File: src/sv/dng_olp_pkg.sv
// dng_olp_pkg: types, codes and sizes shared by the opcode list parser
// no dependencies
package dng_olp_pkg;

  localparam int unsigned QDepth = 4;
  localparam int unsigned PtrW   = $clog2(QDepth);
  localparam int unsigned CntW   = $clog2(QDepth + 1);

  // header and payload layout
  localparam logic [31:0] CountBytes   = 32'd4;
  localparam logic [31:0] HdrIdPos     = 32'd3;
  localparam logic [31:0] HdrFlagsPos  = 32'd11;
  localparam logic [31:0] HdrLastPos   = 32'd15;
  localparam logic [31:0] GainMinLen   = 32'd76;
  localparam logic [31:0] VigMinLen    = 32'd56;
  localparam logic [31:0] WarpMinLen   = 32'd4;
  localparam logic [7:0]  WarpPerPlane = 8'd48;
  localparam logic [7:0]  WarpFixed    = 8'd20;

  localparam logic [31:0] IdWarp = 32'd1;
  localparam logic [31:0] IdVig  = 32'd3;
  localparam logic [31:0] IdGain = 32'd9;

  localparam logic KindOpcode = 1'b0;
  localparam logic KindStatus = 1'b1;

  localparam logic [2:0] VerdUnsup    = 3'd0;
  localparam logic [2:0] VerdGainOk   = 3'd1;
  localparam logic [2:0] VerdGainBad  = 3'd2;
  localparam logic [2:0] VerdWarpOk   = 3'd3;
  localparam logic [2:0] VerdWarpBad  = 3'd4;
  localparam logic [2:0] VerdVigOk    = 3'd5;
  localparam logic [2:0] VerdVigSmall = 3'd6;

  localparam logic [1:0] StatOk      = 2'd0;
  localparam logic [1:0] StatCount   = 2'd1;
  localparam logic [1:0] StatHeader  = 2'd2;
  localparam logic [1:0] StatPayload = 2'd3;

  typedef enum logic [1:0] {
    PH_COUNT,
    PH_HEADER,
    PH_PAYLOAD,
    PH_DONE
  } phase_e;

  typedef enum logic [2:0] {
    BK_IDLE,
    BK_MUL1,
    BK_MUL2,
    BK_EVAL,
    BK_OUT
  } back_state_e;

  // one event from the front to the back
  typedef struct packed {
    logic        kind;
    logic [31:0] id;
    logic [31:0] flags;
    logic [31:0] len;
    logic [1:0]  status;
    logic [31:0] pv;
    logic [31:0] ph;
    logic [31:0] pl;
    logic        lk;
    logic        last;
  } event_t;

  typedef struct packed {
    logic [CntW-1:0] count;
    logic            room;
  } qstat_t;

  typedef struct packed {
    logic        kind;
    logic [31:0] id;
    logic [31:0] flags;
    logic [31:0] len;
    logic [2:0]  verdict;
    logic [1:0]  status;
    logic [31:0] pv;
    logic [31:0] ph;
    logic [31:0] pl;
    logic        last;
  } result_t;

endpackage

File: src/sv/dng_olp_queue.sv
// dng_olp_queue: short event queue, two writes and one read per cycle
// depends on dng_olp_pkg
module dng_olp_queue (
  input  logic                clk_i,
  input  logic                rst_ni,
  input  logic [1:0]          push_n_i,
  input  dng_olp_pkg::event_t ev0_i,
  input  dng_olp_pkg::event_t ev1_i,
  input  logic                pop_i,
  output logic                valid_o,
  output dng_olp_pkg::event_t head_o,
  output dng_olp_pkg::qstat_t stat_o
);

  dng_olp_pkg::event_t mem_q [dng_olp_pkg::QDepth];
  logic [dng_olp_pkg::PtrW-1:0] wp_q, wp_d, rp_q, rp_d;
  logic [dng_olp_pkg::CntW-1:0] cnt_q, cnt_d;
  logic [dng_olp_pkg::PtrW-1:0] wp1;

  assign wp1 = wp_q + dng_olp_pkg::PtrW'(1);

  always_comb begin
    wp_d  = wp_q + dng_olp_pkg::PtrW'(push_n_i);
    rp_d  = rp_q + dng_olp_pkg::PtrW'(pop_i);
    cnt_d = cnt_q + dng_olp_pkg::CntW'(push_n_i) - dng_olp_pkg::CntW'(pop_i);
  end

  always_ff @(posedge clk_i) begin
    if (push_n_i != 2'd0) mem_q[wp_q] <= ev0_i;
    if (push_n_i == 2'd2) mem_q[wp1]  <= ev1_i;
  end

  always_ff @(posedge clk_i or negedge rst_ni) begin
    if (!rst_ni) begin
      wp_q  <= '0;
      rp_q  <= '0;
      cnt_q <= '0;
    end else begin
      wp_q  <= wp_d;
      rp_q  <= rp_d;
      cnt_q <= cnt_d;
    end
  end

  assign valid_o      = cnt_q != '0;
  assign head_o       = mem_q[rp_q];
  assign stat_o.count = cnt_q;
  // room for the two events one word can cause
  assign stat_o.room  = cnt_q <= dng_olp_pkg::CntW'(dng_olp_pkg::QDepth - 2);

endmodule

File: config.mk
export PLATFORM = sky130hd
export DESIGN_NAME = dng_olp_queue
export DESIGN_NICKNAME = d
export VERILOG_FILES = /design/src/sv/dng_olp_pkg.sv /design/src/sv/dng_olp_queue.sv
export SDC_FILE = /design/constraint.sdc
export NUM_CORES = 1
export LEC_CHECK = 0
export BUFFER_PORTS_ARGS = -buffer_cell sky130_fd_sc_hd__buf_4
export CAP_MARGIN = 10
export CORE_MARGIN = 3
export CORE_UTILIZATION = 45
export DETAILED_ROUTE_END_ITERATION = 10
export PLACE_DENSITY = 0.76
export SLEW_MARGIN = 20
export SYNTH_ARGS = -nofsm -noshare
export SYNTH_HDL_FRONTEND = slang
export SYNTH_SLANG_ARGS = --single-unit
File: constraint.sdc
create_clock -name clk_i -period 39.5 [get_ports clk_i]
set_input_delay 3.95 -clock clk_i [delete_from_list [all_inputs] [get_ports clk_i]]
set_output_delay 3.95 -clock clk_i [all_outputs]
set_load 0.01 [all_outputs]
Word level (Yosys, flattened, before mapping). Memory sizes are Yosys's and may differ from the RTL's. Cells that the tools add are included.

Register bits after elaboration: 7. Memory bits (writable): 788. Input port bits: 399. Output and inout bits: 202. Logic and storage cells: 17. Memories: 1.

Add/sub/neg operators: 5. Magnitude comparators: 1. Equality and inequality tests: 1. Mux-type cells: 4. Reduce and logical (&&, ||, !) cells: 2.

Memories: mem_q (depth 4, bits a word 197, rd ports 1, clocked after Yosys merged registers in 0, wr ports 2, RTL line dng_olp_queue.sv:15) `dng_olp_pkg::event_t mem_q [dng_olp_pkg::QDepth];`.

Operators by type and width (number): $mux W1 (4); $add A3 B2 Y3 (1); $le A3 B2 Y1 const B (1); $reduce_bool A3 Y1 (1); $sub A3 B1 Y3 (1); $add A2 B1 Y2 (1); $add A2 B1 Y2 const B (1); $add A2 B2 Y2 (1); $eq A2 B2 Y1 const B (1); $reduce_bool A2 Y1 (1).

Depth between registers and ports, before layout. Gate-level depths: netlist of the first run.

Depth in word-level cells: 3. Gate-level depth with buffers: 8. Depth with buffers taken out: 8.

Worst setup path after synthesis of the first run. Ideal clock, no wire load.

Path kind: input port to flip-flop. Start point: input port push_n_i[1]. End point: memory mem_q[0][0] (netlist name), enable pin. Library setup time: 1.026 ns. Data arrival time: 17.936 ns. Data required time: 38.474 ns. Path slack: 20.538 ns. Stages: 3. Path through: clkbuf_2 > o21bai_1 > o21ai_0.

RTL lines: start: declaration (RTL line dng_olp_queue.sv:6) `input logic [1:0] push_n_i,`; end: declaration (RTL line dng_olp_queue.sv:15).

==> results.yml, run 1 <==
outcome:
  status: "finished clean"
global_routing:
  grt_use_total_pct: 21.2
  grt_pass1_vias: 22700
  antenna_found_initial: 12
  grt-ovfl-total: 0
  grt_max_degree: 140
  grt_pass1_wl_um: 146000
clock_network:
  cts_made_buffers: 86
  insertion_delay_ps: 630
  cts.repair.resized: 0
  holdBufCountCts: 0
  clk_path_buf_depth: 3
  cts_setup_buffers: 0
  htree_levels: 3
  clock-root-buffer: "clkbuf_16"
  cts.sinks: 795
  clk_pin_slew_worst_paths_ps: 60
  cts_tree: "yes"
finish:
  syn2layout_area_growth_pct: 19.9
  final_cells: 3763
  final_core_util_pct: 54.7
  layout.nets: 2935
  drive_gt1_share_pct: 63.8
pwr:
  p_per_area_mw_per_mm2: 70.8
  p_leak_uw: 0.0173
  vdd.ir_drop.worst_mv: 0.147
timing:
  period_share_pct: 21.6
  skew_ps: 24.6
  slew_headroom_pct: 13.9
  setup_violations: 0
  holdWs_ps: 530
  tns_ps: 0
  fmax_mhz: 117
  finalHoldViolations: 0
  min_period_ps: 8520
  tightest_slew_ps: 1290
  finalMaxSlewViolations: 0
  rsz0062_at_grt: "false"
worst_hold_path:
  min_path_type: "register to register"
  holdPathStages: 1
placement:
  place.detailed.hpwl_um: 62200
  gp_congestion: 0.791
  io_buffers: 600
  post-place-cells: 3597
detailed_routing:
  ant_nets: 0
  dr.pass1.iters: 5
  routedWlPerCell_um: 26.6
  drtIter0Drc: 1358
  vias: 21200
  vias_per_cell: 5.62
  route.detailed.drc: 0
  routed_wl_um: 100000
floorplan:
  io_pins: 601
  die_h_um: 303
  die_w_um: 303
  dieArea_mm2: 0.0920
  start_util_pct: 45.6
  rows: 108
  core_mm2: 0.0872
worst_setup_path:
  start_kind: "register"
  r2r_cells: 5
  crit_fanout: 47
  arrival_ps: 4570
  required_ps: 35550
  crit_type: "register to primary output"
  critical_path.endpoint_type: "primary output"
run:
  maxCapViolations: 0
yosys:
  synth_nets: 2349
  synthCells: 1944
  syn_area_mm2: 0.0398
  yosysSeqAreaShare_pct: 59.9
  synth-edff-count: 788
  synth-main-ff-cell: "edfxtp_1"
  syn_area_per_cell_um2: 20.5
  yosysWarningCount: 0
  synth_cell_types: 27
  async_flop_share_pct: 0.881
  ys_ff_latch: 795
[critical path, cell delays in order, from the launching register on]
cell and delay (ps):
dfrtp_4 800, buf_4 760, buf_4 850, buf_6 670
mux4_2 610, buf_4 160
[cells in the mapped netlist (all sizes together), types with 2 or more instances]
cell | number | area share, %
mux4 | 197 | 11
ha | 5 | 0.16
buf | 126 | 2.6
mux2 | 788 | 26
edfxtp | 788 | 59
xor2 | 2 | 0.044
inv | 7 | 0.066
o21bai | 2 | 0.038
nor2 | 2 | 0.019
dfrtp | 7 | 0.44
xnor2 | 3 | 0.066
and4bb | 2 | 0.063
clkbuf | 8 | 0.079
[state kept, by name (all words and copies together) (netlist names)]
name   count
wp_q       2
mem_q    788
rp_q       2
cnt_q      3
[cells by family after synthesis]
group / Yosys count / synth area share (%)
DFF: 795 / 59.9
buffers and inverters: 141 / 2.73
xor gates and xnor gates: 5 / 0.110
and+or+nand+nor: 7 / 0.157
adders and majority gates: 6 / 0.208
AOI/OAI and AO/OA: 4 / 0.0629
muxes: 986 / 36.8
[per-stage QoR]
step | setup WS [ps] | total power, uW | area (um2)
6_report | 30980 | 3380 | 47700
5_1_grt | 30490 | 3520 | 47700
4_1_cts | 30370 | 3420 | 47700
3_5_place_dp | 31030 | 2650 | 45000
3_3_place_gp | 31090 | 2620 | 45000
2_1_floorplan | 20540 | 2200 | 39800
[where the power goes]
group | internal, uW | switching [uW]
registers | 1260 | 75.0
logic | 615 | 660
clock network | 431 | 333
[final timing paths]
kind | from | endpoint | slack [ps]
worst max-delay path | rp_q[0] | head_o[104] | 30980
min in group asynchronous | rst_ni | wp_q[1] | 3150
max in group asynchronous | rst_ni | rp_q[1] | 36210
worst min register to register | cnt_q[2] | cnt_q[2] | 530
worst min-delay path | cnt_q[2] | cnt_q[2] | 530
worst max register to register | wp_q[1] | mem_q[0][165] | 35330
[layout by cell type, fill, tap and decap left out, types with 4 or more instances in the layout]
cell,synthesis,routed
buf_12,11,4
buf_4,17,627
bufinv_16,0,4
clkbuf_1,7,22
clkbuf_16,0,86
clkinv_1,0,20
clkinv_2,0,14
dfrtp_1,7,5
diode_2,0,10
edfxtp_1,788,788
ha_1,5,5
inv_1,7,7
mux2_1,83,83
mux2_2,356,356
mux2_4,349,349
mux4_2,197,197
[routing by layer]
metal | GRT usage [%] | routed length, um
met1 | 26.9 | 38600
met2 | 35.6 | 50400
met3 | 6.26 | 8960
met4 | 5.49 | 2170
met5 | 0 | 86
[final cells by class]
cell class              count  area [um2]
inverters                   7        26.3
flip-flops and latches    795       23800
repair buffers            632        4800
fillers                  6701       39500
multi-input cells        1008       14900
clock inverters            48         408
well taps                1155        1450
diodes                     10        25.0
clock buffers             108        2230
(Power assumes the default switching activity.)
==> run 2, diff against run 1 <==
--- a/config.mk
+++ b/config.mk
@@ -10,7 +10,7 @@
 export CORE_MARGIN = 3
 export CORE_UTILIZATION = 45
 export DETAILED_ROUTE_END_ITERATION = 10
-export PLACE_DENSITY = 0.76
+export PLACE_DENSITY = 0.79
 export SLEW_MARGIN = 20
 export SYNTH_ARGS = -nofsm -noshare
 export SYNTH_HDL_FRONTEND = slang
==> constraint.sdc (replaced) <==
create_clock -name clk_i -period 7.7 [get_ports clk_i]
set_input_delay 0.77 -clock clk_i [delete_from_list [all_inputs] [get_ports clk_i]]
set_output_delay 0.77 -clock clk_i [all_outputs]
set_load 0.01 [all_outputs]
==> run 2 against run 1 <==
Effect of this change:
- critical path depth unchanged
- die area unchanged
- non-clock buffer count down 3
- worst hold slack worse by 100 ps
- setup slack worse by 27000 ps
- clock power rose to 5.2 times the previous value
- sequential cell count unchanged
- cell area up 0.41%
- first-iteration DRC count down 10%
- count of clock-buffer cells in the layout down 2
- largest cell class unchanged
==> results.yml, run 2 (synthesis gave the netlist of run 1 again) <==
finish:
  mostFrequentLayoutCell: "edfxtp_1"
  largest_registers: "mem_q: 788 flops, cnt_q: 3 flops"
  top_register: "mem_q"
  drive_gt1_share_pct: 63.8
  final_cell_mix: "edfxtp_1, buf_4, mux2_2"
  layout.nets: 2932
  syn2layout_area_growth_pct: 20.4
  largest_reg_flops: 788
worst_setup_path:
  cp_num_buf_inv: 3
  cp_cell_sequence: "nand4b_1, buf_4, buf_4, buf_4, mux2_2"
  crit_fanout: 56
  r2r_cells: 5
  start_kind: "register"
  crit_slowest_cell: "buf_4"
  arrival_ps: 4360
  crit_type: "register to register"
  slowest_delay_ps: 840
  path_delay_family: "buffers and inverters"
  rr_endpoint: "mem_q[0][149]"
  r2r-start: "wp_q[1]"
  crit_top_cell: "buf_4"
  critical_path.endpoint_type: "register"
  required_ps: 8050
  rrSetupSlack_ps: 3700
pwr:
  p_int_uw: 12000
  clock_power_share_pct: 23.0
  vdd.ir_drop.worst_mv: 0.405
  sequentialPowerShare_pct: 39.2
  p_sw_share_pct: 31.4
  power_uw: 17400
  p_comb_share_pct: 37.7
  p_per_area_mw_per_mm2: 364
  p_leak_uw: 0.0174
  p_switching_uw: 5460
detailed_routing:
  route.detailed.drc: 0
  ant_nets: 0
  vias_per_cell: 5.65
  vias: 21300
  dr.pass1.iters: 5
  routedWlPerCell_um: 26.1
  drtIter0Drc: 1222
  routed_wl_um: 98300
global_routing:
  grt_pass1_wl_um: 144000
  grt_use_total_pct: 20.8
  grt_max_degree: 111
  grt-ovfl-total: 0
  grt_pass1_vias: 23400
  antenna_found_initial: 16
timing:
  period_share_pct: 52.0
  rsz0062_at_grt: "false"
  skew_ps: 20.3
  fmax_mhz: 250
  slew_headroom_pct: 25.0
  tightest_slew_ps: 1120
  holdWs_ps: 426
  min_period_ps: 4000
  setup_violations: 0
  finalMaxSlewViolations: 0
  finalHoldViolations: 0
clock_network:
  cts_made_buffers: 86
  clock-root-buffer: "clkbuf_16"
  cts_tree: "yes"
  cts.sinks: 795
  clk_path_buf_depth: 3
  cts.repair.resized: 0
  insertion_delay_ps: 620
  clk_pin_slew_worst_paths_ps: 60
  htree_levels: 3
placement:
  gp_congestion: 0.783
  place.detailed.hpwl_um: 59400
  io_buffers: 600
floorplan:
  die_w_um: 303
  core_mm2: 0.0872
  dieArea_mm2: 0.0920
  rows: 108
  start_util_pct: 45.6
  die_h_um: 303
  io_pins: 601
worst_hold_path:
  min_from: "pop_i"
  min_to: "rp_q[0]"
  min_path_type: "input pin to register"
  holdPathStages: 2
run:
  maxCapViolations: 0
outcome:
  status: "finished clean"
==> run 2: timing repair <==
action / in CTS / in global routing
buffers inserted: 0 / 0
endpoints found under the hold margin: 7 / 0
hold buffers: 1 / 0
==> run 2: how the worst max path moves through the flow <==
stage	startpoint	to	slack, ps	cells after the start
global route	wp_q[1]	mem_q[0][149]	3590	5
detailed placement	push_n_i[0]	mem_q[0][153]	3410	6
global placement	push_n_i[0]	mem_q[0][70]	3390	6
CTS	rp_q[1]	head_o[163]	3750	3
floorplan	push_n_i[1]	mem_q[1][0]	-2250	3
finish	wp_q[1]	mem_q[0][149]	3700	5
==> run 2: worst register-to-register path: stages, from the launching register on <==
cell      delay (ps)
dfrtp_1          520
nand4b_1         250
buf_4            650
buf_4            810
buf_4            950
mux2_2           550
==> run 2: stage by stage <==
step                      util, %  setup slack, ps  cell area (um2)  std cells  setup TNS (ps)
after global placement       51.7             3390            45100       3592               0
after detailed placement     51.7             3410            45100       3592               0
after CTS                    54.9             3750            47800       3751               0
after floorplan                 -            -2250            39800       1944         -885910
final                        54.9             3700            47900       3766               0
after global routing         54.9             3590            47900       3759               0
==> run 2: area by class of cell <==
type / instances / area [um2]
fillers: 6584 / 39300
well taps: 1155 / 1450
clock buffers: 106 / 2270
repair buffers: 629 / 4880
inverters: 7 / 26.3
flip-flops and latches: 795 / 23800
diodes: 14 / 35.0
clock inverters: 52 / 474
multi-input cells: 1008 / 14900
==> run 2: power groups by stage <==
stage,clock network (uW),registers (uW),logic (uW)
finish,4010,6830,6570
global route,4260,6950,6960
CTS,4090,6850,6680
detailed placement,0,6930,6660
global placement,0,6830,6610
floorplan,0,7080,3950
==> run 2: layer usage <==
| layer | vias to the layer above | routed length, um | global-route usage, % |
|---|---|---|---|
| li1 | 9214 | - | - |
| met1 | 11100 | 37300 | 25.6 |
| met2 | 748 | 49500 | 35.0 |
| met3 | 195 | 8030 | 5.74 |
| met4 | 8 | 3460 | 8.14 |
| met5 | - | 57 | 0 |
