<file path="config.mk">
export PLATFORM = sky130hd
export DESIGN_NAME = dng_olp_front
export DESIGN_NICKNAME = d
export VERILOG_FILES = /design/src/sv/dng_olp_pkg.sv /design/src/sv/dng_olp_front.sv
export SDC_FILE = /design/constraint.sdc
export NUM_CORES = 1
export LEC_CHECK = 0
export BUFFER_PORTS_ARGS = -buffer_cell sky130_fd_sc_hd__buf_4
export CAP_MARGIN = 40
export CORE_MARGIN = 1
export CORE_UTILIZATION = 56
export CTS_CLUSTER_SIZE = 30
export DETAILED_ROUTE_END_ITERATION = 7
export GPL_ROUTABILITY_DRIVEN = 0
export PLACE_DENSITY_LB_ADDON = 0.15
export SYNTH_ARGS = -nofsm -noshare
export SYNTH_HDL_FRONTEND = slang
export SYNTH_SLANG_ARGS = --single-unit
export TNS_END_PERCENT = 5
</file>
<file path="constraint.sdc">
create_clock -name clk_i -period 6.7 [get_ports clk_i]
set_input_delay 1.34 -clock clk_i [delete_from_list [all_inputs] [get_ports clk_i]]
set_output_delay 1.34 -clock clk_i [all_outputs]
set_load 0.02 [all_outputs]
</file>
<file path="src/sv/dng_olp_pkg.sv">
// dng_olp_pkg: types, codes and sizes shared by the opcode list parser
// no dependencies
package dng_olp_pkg;

  localparam int unsigned QDepth = 4;
  localparam int unsigned PtrW   = $clog2(QDepth);
  localparam int unsigned CntW   = $clog2(QDepth + 1);

  // header and payload layout
  localparam logic [31:0] CountBytes   = 32'd4;
  localparam logic [31:0] HdrIdPos     = 32'd3;
  localparam logic [31:0] HdrFlagsPos  = 32'd11;
  localparam logic [31:0] HdrLastPos   = 32'd15;
  localparam logic [31:0] GainMinLen   = 32'd76;
  localparam logic [31:0] VigMinLen    = 32'd56;
  localparam logic [31:0] WarpMinLen   = 32'd4;
  localparam logic [7:0]  WarpPerPlane = 8'd48;
  localparam logic [7:0]  WarpFixed    = 8'd20;

  localparam logic [31:0] IdWarp = 32'd1;
  localparam logic [31:0] IdVig  = 32'd3;
  localparam logic [31:0] IdGain = 32'd9;

  localparam logic KindOpcode = 1'b0;
  localparam logic KindStatus = 1'b1;

  localparam logic [2:0] VerdUnsup    = 3'd0;
  localparam logic [2:0] VerdGainOk   = 3'd1;
  localparam logic [2:0] VerdGainBad  = 3'd2;
  localparam logic [2:0] VerdWarpOk   = 3'd3;
  localparam logic [2:0] VerdWarpBad  = 3'd4;
  localparam logic [2:0] VerdVigOk    = 3'd5;
  localparam logic [2:0] VerdVigSmall = 3'd6;

  localparam logic [1:0] StatOk      = 2'd0;
  localparam logic [1:0] StatCount   = 2'd1;
  localparam logic [1:0] StatHeader  = 2'd2;
  localparam logic [1:0] StatPayload = 2'd3;

  typedef enum logic [1:0] {
    PH_COUNT,
    PH_HEADER,
    PH_PAYLOAD,
    PH_DONE
  } phase_e;

  typedef enum logic [2:0] {
    BK_IDLE,
    BK_MUL1,
    BK_MUL2,
    BK_EVAL,
    BK_OUT
  } back_state_e;

  // one event from the front to the back
  typedef struct packed {
    logic        kind;
    logic [31:0] id;
    logic [31:0] flags;
    logic [31:0] len;
    logic [1:0]  status;
    logic [31:0] pv;
    logic [31:0] ph;
    logic [31:0] pl;
    logic        lk;
    logic        last;
  } event_t;

  typedef struct packed {
    logic [CntW-1:0] count;
    logic            room;
  } qstat_t;

  typedef struct packed {
    logic        kind;
    logic [31:0] id;
    logic [31:0] flags;
    logic [31:0] len;
    logic [2:0]  verdict;
    logic [1:0]  status;
    logic [31:0] pv;
    logic [31:0] ph;
    logic [31:0] pl;
    logic        last;
  } result_t;

endpackage

</file>
<file path="src/sv/dng_olp_front.sv">
// dng_olp_front: byte parser, emits up to two events per word
// depends on dng_olp_pkg
module dng_olp_front (
  input  logic                    clk_i,
  input  logic                    rst_ni,
  input  logic                    acc_i,
  input  logic [7:0]              byte_i,
  input  logic                    fin_i,
  input  logic                    lk_i,
  output logic [1:0]              push_n_o,
  output dng_olp_pkg::event_t     ev0_o,
  output dng_olp_pkg::event_t     ev1_o
);

  dng_olp_pkg::phase_e phase_q, phase_d;
  logic [31:0] pos_q, pos_d, left_q, left_d, ws_q, ws_d;
  logic [31:0] hid_q, hid_d, hfl_q, hfl_d, hlen_q, hlen_d;
  logic [31:0] cv_q, cv_d, ch_q, ch_d, cp_q, cp_d;
  dng_olp_pkg::event_t ev [2];
  logic [1:0] n;
  logic       fin_op;

  always_comb begin
    phase_d = phase_q;
    pos_d   = pos_q;
    left_d  = left_q;
    ws_d    = ws_q;
    hid_d   = hid_q;
    hfl_d   = hfl_q;
    hlen_d  = hlen_q;
    cv_d    = cv_q;
    ch_d    = ch_q;
    cp_d    = cp_q;
    ev[0]   = '0;
    ev[1]   = '0;
    n       = 2'd0;
    fin_op  = 1'b0;
    if (acc_i) begin
      case (phase_q)
        dng_olp_pkg::PH_COUNT: begin
          ws_d  = {ws_q[23:0], byte_i};
          pos_d = pos_q + 32'd1;
          if (pos_d >= dng_olp_pkg::CountBytes) begin
            left_d = ws_d;
            pos_d  = '0;
            if (ws_d == '0) begin
              ev[0].kind = dng_olp_pkg::KindStatus;
              n          = 2'd1;
              phase_d    = dng_olp_pkg::PH_DONE;
            end else begin
              phase_d = dng_olp_pkg::PH_HEADER;
            end
          end
        end
        dng_olp_pkg::PH_HEADER: begin
          ws_d  = {ws_q[23:0], byte_i};
          pos_d = pos_q + 32'd1;
          if (pos_q == dng_olp_pkg::HdrIdPos) begin
            hid_d = ws_d;
          end else if (pos_q == dng_olp_pkg::HdrFlagsPos) begin
            hfl_d = ws_d;
          end else if (pos_q >= dng_olp_pkg::HdrLastPos) begin
            hlen_d = ws_d;
            cv_d   = '0;
            ch_d   = '0;
            cp_d   = '0;
            pos_d  = '0;
            if (ws_d == '0) begin
              fin_op = 1'b1;
            end else begin
              phase_d = dng_olp_pkg::PH_PAYLOAD;
            end
          end
        end
        dng_olp_pkg::PH_PAYLOAD: begin
          pos_d = pos_q + 32'd1;
          if (!lk_i) begin
            if (pos_q >= 32'd32 && pos_q < 32'd36) begin
              cv_d = {cv_q[23:0], byte_i};
            end else if (pos_q >= 32'd36 && pos_q < 32'd40) begin
              ch_d = {ch_q[23:0], byte_i};
            end else if (pos_q >= 32'd72 && pos_q < 32'd76) begin
              cp_d = {cp_q[23:0], byte_i};
            end
          end else if (pos_q < 32'd4) begin
            cp_d = {cp_q[23:0], byte_i};
          end
          if (pos_d >= hlen_q) begin
            fin_op = 1'b1;
          end
        end
        default: begin
        end
      endcase

      // opcode complete: record, then list status on the last opcode
      if (fin_op) begin
        ev[0].kind  = dng_olp_pkg::KindOpcode;
        ev[0].id    = hid_d;
        ev[0].flags = hfl_d;
        ev[0].len   = hlen_d;
        ev[0].pv    = cv_d;
        ev[0].ph    = ch_d;
        ev[0].pl    = cp_d;
        ev[0].lk    = lk_i;
        n           = 2'd1;
        left_d      = left_q - 32'd1;
        pos_d       = '0;
        if (left_d == '0) begin
          ev[1].kind = dng_olp_pkg::KindStatus;
          n          = 2'd2;
          phase_d    = dng_olp_pkg::PH_DONE;
        end else begin
          phase_d = dng_olp_pkg::PH_HEADER;
        end
      end

      // final byte: truncation status if unfinished, then clear
      if (fin_i) begin
        if (phase_d != dng_olp_pkg::PH_DONE) begin
          ev[n[0]].kind = dng_olp_pkg::KindStatus;
          case (phase_d)
            dng_olp_pkg::PH_COUNT:   ev[n[0]].status = dng_olp_pkg::StatCount;
            dng_olp_pkg::PH_HEADER:  ev[n[0]].status = dng_olp_pkg::StatHeader;
            default:                 ev[n[0]].status = dng_olp_pkg::StatPayload;
          endcase
          n = n + 2'd1;
        end
        phase_d = dng_olp_pkg::PH_COUNT;
        pos_d   = '0;
        left_d  = '0;
        ws_d    = '0;
        hid_d   = '0;
        hfl_d   = '0;
        hlen_d  = '0;
        cv_d    = '0;
        ch_d    = '0;
        cp_d    = '0;
      end
      if (n == 2'd1) ev[0].last = 1'b1;
      if (n == 2'd2) ev[1].last = 1'b1;
    end
  end

  always_ff @(posedge clk_i or negedge rst_ni) begin
    if (!rst_ni) begin
      phase_q <= dng_olp_pkg::PH_COUNT;
      pos_q   <= '0;
      left_q  <= '0;
      ws_q    <= '0;
      hid_q   <= '0;
      hfl_q   <= '0;
      hlen_q  <= '0;
      cv_q    <= '0;
      ch_q    <= '0;
      cp_q    <= '0;
    end else begin
      phase_q <= phase_d;
      pos_q   <= pos_d;
      left_q  <= left_d;
      ws_q    <= ws_d;
      hid_q   <= hid_d;
      hfl_q   <= hfl_d;
      hlen_q  <= hlen_d;
      cv_q    <= cv_d;
      ch_q    <= ch_d;
      cp_q    <= cp_d;
    end
  end

  assign push_n_o = n;
  assign ev0_o    = ev[0];
  assign ev1_o    = ev[1];

endmodule

</file>
; ---- Word level (Yosys, flattened, before mapping)
; Cells that the tools add are included.
[op_classes]
add_sub_neg = 3
magnitude_cmp = 12
eq_ne = 8
mux = 101
bitwise_logic = 1
n_reduce_logical = 16
[ops]
columns = cell, count
row1 = bitwise mux 394 bit, 4
row2 = two-way mux 32 bit, 44
row3 = two-way mux 394 bit, 3
row4 = case mux 394 bit (2 select lines), 1
row5 = demux 197 bit (select 1 bit), 2
row6 = two-way mux 97 bit, 4
row7 = two-way mux 197 bit, 1
row8 = case mux 32 bit (2 select lines), 3
row9 = two-way mux 100 bit, 1
row10 = case mux 32 bit (3 select lines), 1
row11 = "greater-or-equal comparator 32 x 6 -> 1 bit, second input constant", 2
row12 = zero test 32 bit, 2
row13 = "< comparator 32 x 6 -> 1 bit, second input constant", 2
row14 = two-way mux 24 bit, 2
row15 = two-way mux 2 bit, 17
row16 = "adder 32 x 1 -> 32 bit, second input constant", 1
row17 = "== test 32 x 2 -> 1 bit, second input constant", 1
row18 = "== test 32 x 4 -> 1 bit, second input constant", 1
row19 = "greater-or-equal comparator 32 x 3 -> 1 bit, second input constant", 1
row20 = greater-or-equal comparator 32 bit, 1
row21 = "greater-or-equal comparator 32 x 4 -> 1 bit, second input constant", 1
row22 = "greater-or-equal comparator 32 x 7 -> 1 bit, second input constant", 1
row23 = "< comparator 32 x 3 -> 1 bit, second input constant", 1
row24 = "< comparator 32 x 7 -> 1 bit, second input constant", 1
row25 = other kinds (19), 43
[totals]
reg_bits = 282
inputBits = 13
out_inout_bits = 396

; ---- Depth between registers and ports, before layout
; Gate-level depths: netlist of the first run.
[logic_depth]
ltp_word = 21
mapped_depth = 22

; ---- Worst setup path after synthesis of the first run
; OpenSTA, ideal clock, no wires.
[synth_timing]
path_kind = reg-to-output
start = reg pos_q[0]
end = out ev0_o[0] (netlist name)
arrival_ps = 4773
slack_ps = 587
stages_incl_launch_ff = 19
n_path_buf = 3
path_cell_list = dfrtp_1 > ha_1 > buf_4 > nand3_1 > or4_1 > buf_2 > nor3_4 > xor2_1 > ha_1 > nand2_1 > nor3_1 > nand3_1 > a2111oi_2 > nor2_1 > buf_2 > or2_2 > ha_1 > or3_1 > o31ai_1
[synth_lines]
columns = element, line
row1 = "start, declared", dng_olp_front.sv:16  ; logic [31:0] pos_q, pos_d, left_q, left_d, ws_q, ws_d;
row2 = "start signal, assigned", dng_olp_front.sv:159  ; pos_q <= pos_d;
row3 = "end, declared", dng_olp_front.sv:11  ; output dng_olp_pkg::event_t ev0_o,

==> results of run 1 <==
[state kept, by name, indices dropped and copies added, names as in the netlist]
register / flops
ch_q: 32
phase_q: 2
hlen_q: 32
ws_q: 24
hid_q: 32
pos_q: 32
cv_q: 32
cp_q: 32
left_q: 32
hfl_q: 32
[synthesized netlist by cell type (5+ instances only)]
cell type and number:
nand2_1 264, buf_2 17, dfrtp_1 282, buf_1 25, a22o_1 130, o2bb2ai_1 96
clkbuf_1 168, o21ai_0 90, nand3_1 34, xor2_1 16, or2_2 5, nor4_1 35
o21ai_1 11, a21o_1 6, nor3b_1 6, a31oi_1 17, ha_1 40, nand2b_1 6
a22oi_1 193, inv_1 57, and3_1 15, buf_4 198, o2111ai_1 5, or3_1 19
nor3_1 32, nor2_1 187, o21a_1 5, xnor2_1 21, nand4_1 22, a21oi_1 168
[final cells by class]
class                      instances  area share [%]
timing repair buffer             345            12.4
clock buffer                      46            4.16
inverter                          60            1.02
tap                              448            2.53
sequential                       282            32.0
clock inverter                    10           0.310
multi-input combinational       1704            47.7
[power by group]
group | switching, µW | internal, µW | total, µW
sequential | 168 | 1770 | 1930
clock | 723 | 949 | 1670
combinational | 1050 | 454 | 1510
total | 1940 | 3170 | 5110
[metal layers]
layer,GRT usage (%),up-vias,routed length (µm)
met5,0,-,0
met4,9.57,0,2130
met3,5.93,182,6280
li1,-,8125,-
met2,49.5,1098,27200
met1,48.3,8859,25000
[worst paths after layout]
| kind | start | end | slack, ns | cells past startpoint |
|---|---|---|---|---|
| max | pos_q[4] | ev0_o[0] | 0.02 | 21 |
| min | hid_q[14] | hid_q[14] | 0.51 | 1 |
| max reg2reg | pos_q[3] | pos_q[26] | 1.97 | 19 |
| min reg2reg | hid_q[14] | hid_q[14] | 0.51 | 1 |
| max in group asynchronous | rst_ni | pos_q[2] | 4.77 | 3 |
| min in group asynchronous | rst_ni | pos_q[12] | 0.75 | 1 |
[metrics by stage]
| stage | utilization [%] | hold slack, ns | setup WS [ns] | cells |
|---|---|---|---|---|
| after detailed placement | 60.5 | 0.491 | 0.119 | 2767 |
| after CTS | 63.9 | 0.509 | 0.0115 | 2832 |
| final | 66.3 | 0.506 | 0.0201 | 2895 |
| after global routing | 66.3 | 0.515 | -0.141 | 2895 |
| after floorplan | - | 0.473 | 0.587 | 2454 |
| after global placement | 60.1 | 0.488 | 0.303 | 2762 |
[cells by family (layout without fill, tap and decap cells)]
kind of cell               Yosys count  after routing
muxes                                5              5
other                                1            193
adders and majority gates           40             40
DFF                                282            282
AOI/OAI and AO/OA                  763            763
buffers and inverters              468            461
and+or+nand+nor                    666            666
xor gates and xnor gates            37             37
[worst max-delay path, stage by stage, from the launching register on]
cell,delay (ns)
dfrtp_2,0.47
buf_4,0.15
buf_4,0.11
nand2_2,0.14
nor4_4,0.37
nand2_1,0.18
nor3_1,0.24
xor2_1,0.24
ha_1,0.27
nand2_1,0.10
o21ai_1,0.10
a21oi_2,0.15
o22ai_2,0.11
a31o_2,0.29
nor2_4,0.18
nand2_2,0.10
o31ai_4,0.29
inv_2,0.09
ha_1,0.32
or3_4,0.40
o31ai_4,0.27
buf_4,0.19
[what timing repair did]
item / 4_1_cts / 5_1_grt
setup endpoints to repair: 6 / 10
pin swaps: 2 / 30
hold buffers: 0 / 0
gates resized for setup: 26 / 69
setup buffers: 9 / 62
==> qor.yml, run 1 <==
floorplanning:
  rows: 67
  core_area_um2: 33400
  start_util_pct: 56.7
  die_h_um: 186
  die_w_um: 186
  dieArea_um2: 34600
  io_pins: 409
pwr:
  p_leak_uw: 0.00965
  peakVddDrop_v: 0.000265
  total_power_uw: 5110
  powerDensity_nw_per_um2: 231
layout:
  finish.instance_area_um2: 22200
  multi_input_area_um2: 10600
  finalNetCount: 2477
  drive_gt1_share_pct: 21.0
  mostFrequentLayoutCells: "buf_4, nand2_1, dfrtp_1"
  seq_area_um2: 7080
  layout.cells.most_common: "buf_4"
  antenna_cells: 0
  n_fill_cell: 2721
  area_growth_pct: 16.8
critical_path:
  crit_fanout: 7
  start_kind: "flip-flop"
  cp.arrival_ns: 5.34
  critPathCaptureType: "output pin"
  critPathRequiredTime_ns: 5.36
  crit_type: "flip-flop to output pin"
logic_synthesis:
  synth-xor-area-share_pct: 1.71
  syn_avg_cell_area_um2: 8.39
  synth_edf_count: 0
  synth_top_cell_by_area: "dfrtp_1"
  muxShareOfSynthArea_pct: 0.284
  synth_compound_area_share_pct: 28.5
  synth_top_area_share_pct: 37.2
  synth_simple_gate_area_share_pct: 16.3
  ys_warn_count: 0
  ys_ff_latch: 282
  seq_area_frac_synth_pct: 37.2
  synth_ff_type: "dfrtp_1"
  synth_top_family_by_area: "compound AO/OA/AOI/OAI gates"
  async_flop_share_pct: 100
  syn_inst: 2262
  synth.top_cells.by_area: "dfrtp_1, buf_4, a22oi_1"
  syn_area_um2: 19000
  yosysUniqueCellTypes: 82
  yosys.area_share.adder_pct: 2.64
drt:
  drtIter0Drc: 2056
  num_vias: 18264
  routed_via_density: 6.31
  drc_errors: 12
  drt-pass1-iter-count: 8
  ant_nets: 0
  drt-total-wl_mm: 60.6
  routedWlPerCell_um: 20.9
grt:
  grt_pass1_vias: 15856
  grt_pass1_wl_mm: 90.1
  antenna_found_initial: 0
  overflow: 0
  grt_max_degree: 133
  grtUsageTotal_pct: 33.0
sta:
  hold_violations: 0
  fin_crit_ns: 6.68
  worstMarginPinSlew_ns: 0.873
  slew_violations: 0
  max_freq_mhz: 150
  finalSetupTns_ns: 0
  finClkSkew_ns: 0.0159
  setup_violations: 0
  relSlewSlack_pct: 41.7
  fin_crit_sh_pct: 99.7
clocking:
  htree_num_levels: 1
  cts.sinks: 282
  clkTransAtPathRegs_ns: 0.06
  cts_buffer_depth: 3
  cts_tree: "done"
  cts_root_buffer: "clkbuf_16"
  clock_latency_ns: 0.58
  cts-buffers-inserted: 31
place:
  portBuffers: 215
  hpwl_mm: 37.9
  place_area_um2: 20200
run:
  drv_cap: 0
outcome:
  outcome: "finished, violations left"
  violations: "DRC"
hold_path:
  hp-class: "flip-flop to flip-flop"
Note: power is estimated with default switching activity, not from simulation.
==> inputs of run 2 (changes only) <==
Settings changed: REMOVE_ABC_BUFFERS set to 1.
==> qor.yml, run 2 (synthesized netlist as in run 1, its figures left out) <==
floorplanning:
  io_pins: 409  # unchanged
  core_area_um2: 33400  # unchanged
  die_w_um: 186  # unchanged
  dieArea_um2: 34600  # unchanged
  die_h_um: 186  # unchanged
  start_util_pct: 56.7  # unchanged
  rows: 67  # unchanged
critical_path:
  crit_fanout: 7  # unchanged
  critPathCaptureType: "output pin"
  start_kind: "flip-flop"
  critPathRequiredTime_ns: 5.36  # about the same
  crit_type: "flip-flop to output pin"
  cp.arrival_ns: 5.30  # -0.04 ns
drt:
  routed_via_density: 6.35  # +0.69%
  ant_nets: 0  # unchanged
  drt-pass1-iter-count: 8  # unchanged
  drtIter0Drc: 2479  # +21%
  routedWlPerCell_um: 20.2  # -3.5%
  drt-total-wl_mm: 58.0  # -4.3%
  num_vias: 18224  # -0.22%
  drc_errors: 0  # -12
grt:
  grt_pass1_vias: 15713  # -0.90%
  overflow: 0  # unchanged
  grt_pass1_wl_mm: 88.2  # -2.1%
  antenna_found_initial: 0  # unchanged
  grtUsageTotal_pct: 32.0  # -0.95 points
  grt_max_degree: 167  # +26%
layout:
  n_fill_cell: 2738  # +0.62%
  multi_input_area_um2: 10400  # -1.5%
  utilization_pct: 65.9  # -0.44 points
  mostFrequentLayoutCells: "buf_4, nand2_1, dfrtp_1"
  drive_gt1_share_pct: 19.6  # -1.4 points
  seq_area_um2: 7080  # about the same
  antenna_cells: 0  # unchanged
  finalNetCount: 2450  # -1.1%
  area_growth_pct: 16.1
  layout.cells.most_common: "buf_4"
pwr:
  peakVddDrop_v: 0.000242  # -8.9%
  p_leak_uw: 0.00949  # -1.6%
  powerDensity_nw_per_um2: 247  # +7.1%
sta:
  setup_violations: 0  # unchanged
  max_freq_mhz: 151  # +0.63%
  relSlewSlack_pct: 30.9  # -11 points
  slew_violations: 0  # unchanged
  fin_crit_ns: 6.64  # -0.0416 ns
  hold_violations: 0  # unchanged
  fin_ws_ns: 0.0618  # +0.0416 ns
  finClkSkew_ns: 0.0225  # +0.00655 ns
  fin_crit_sh_pct: 99.1  # -0.62 points
  worstMarginPinSlew_ns: 1.04  # +0.163 ns
clocking:
  clkTransAtPathRegs_ns: 0.06  # about the same
  cts_root_buffer: "clkbuf_16"
  cts_tree: "done"
  cts_buffer_depth: 3  # unchanged
  cts.sinks: 282  # unchanged
  cts-buffers-inserted: 31  # unchanged
  clock_latency_ns: 0.58  # about the same
  postCtsHoldBufs: 0  # unchanged
  htree_num_levels: 1  # unchanged
run:
  drv_cap: 0  # unchanged
place:
  portBuffers: 215  # unchanged
  hpwl_mm: 36.3  # -4.3%
  place_ws_ns: 0.188  # +0.0689 ns
hold_path:
  hp-class: "flip-flop to flip-flop"
outcome:
  outcome: "complete, no violations"
run 2: changes by cell type in the layout (fill, tap and decap cells not counted), moves of 4 or more:
| cell | change |
|---|---|
| bufinv_16 | +9 |
| xnor2_1 | +4 |
| clkinv_2 | -4 |
| inv_6 | +4 |
| xnor2_2 | -4 |
| buf_4 | -24 |
| clkbuf_1 | -6 |
| and3_1 | +4 |
run 2: metrics by stage:
| stage | area (µm²) | hold slack (ns) | TNS [ns] | total power [µW] | cells |
|---|---|---|---|---|---|
| 6_report | 22000 | 0.509 | 0 | 5440 | 2869 |
| 5_1_grt | 22000 | 0.517 | -0.116 | 5660 | 2869 |
| 4_1_cts | 21600 | 0.510 | 0 | 5370 | 2839 |
| 3_5_place_dp | 20200 | 0.491 | 0 | 3350 | 2761 |
| 3_3_place_gp | 20100 | 0.488 | 0 | 3310 | 2755 |
| 2_1_floorplan | 17400 | 0.473 | -953.13 | 2860 | 2046 |
run 2: layer usage:
| layer | share of wire (%) | global-route usage, % | wire length (µm) | vias up |
|---|---|---|---|---|
| li1 | - | - | - | 8076 |
| met1 | 40 | 46.0 | 23500 | 8798 |
| met2 | 47 | 49.6 | 27200 | 1171 |
| met3 | 9.0 | 3.83 | 5230 | 179 |
| met4 | 3.7 | 11.7 | 2120 | 0 |
| met5 | 0 | 0 | 0 | - |
run 2: what timing repair did:
item	in CTS	in global routing
resized for setup	28	30
pin swaps	5	14
buffers inserted	21	30
setup endpoints to repair	7	7
run 2: layout make-up:
type,count,share of cell area [%]
clock inverter,20,1.59
tap,448,2.54
sequential,282,32.2
multi-input combinational,1704,47.3
clock buffer,37,3.90
inverter,60,1.03
timing repair buffer,318,11.5
run 2: critical path, stage by stage (launching register included):
cell	delay, ns
dfrtp_2	0.41
buf_4	0.15
nand4_2	0.27
or4_4	0.53
buf_4	0.18
xnor2_2	0.14
ha_1	0.30
a31oi_2	0.26
o2111ai_1	0.18
a21oi_2	0.22
a2111oi_4	0.07
buf_4	0.19
nor2_4	0.17
nand2_2	0.10
o31ai_4	0.30
inv_2	0.10
ha_4	0.25
or3_1	0.39
o31ai_2	0.30
buf_4	0.19
run 2: path summary, 6_finish.rpt:
| path | start | end | slack (ns) | cells past startpoint |
|---|---|---|---|---|
| max in group asynchronous | rst_ni | pos_q[9] | 4.30 | 2 |
| min in group asynchronous | rst_ni | ch_q[29] | 0.83 | 1 |
| max reg2reg | pos_q[3] | pos_q[26] | 1.86 | 18 |
| max | pos_q[7] | ev0_o[0] | 0.06 | 19 |
| min | hid_q[15] | hid_q[15] | 0.51 | 1 |
| min reg2reg | hid_q[15] | hid_q[15] | 0.51 | 1 |
run 2: power by group:
part,internal (µW),switching (µW)
combinational,446,1040
clock,1260,752
sequential,1770,171
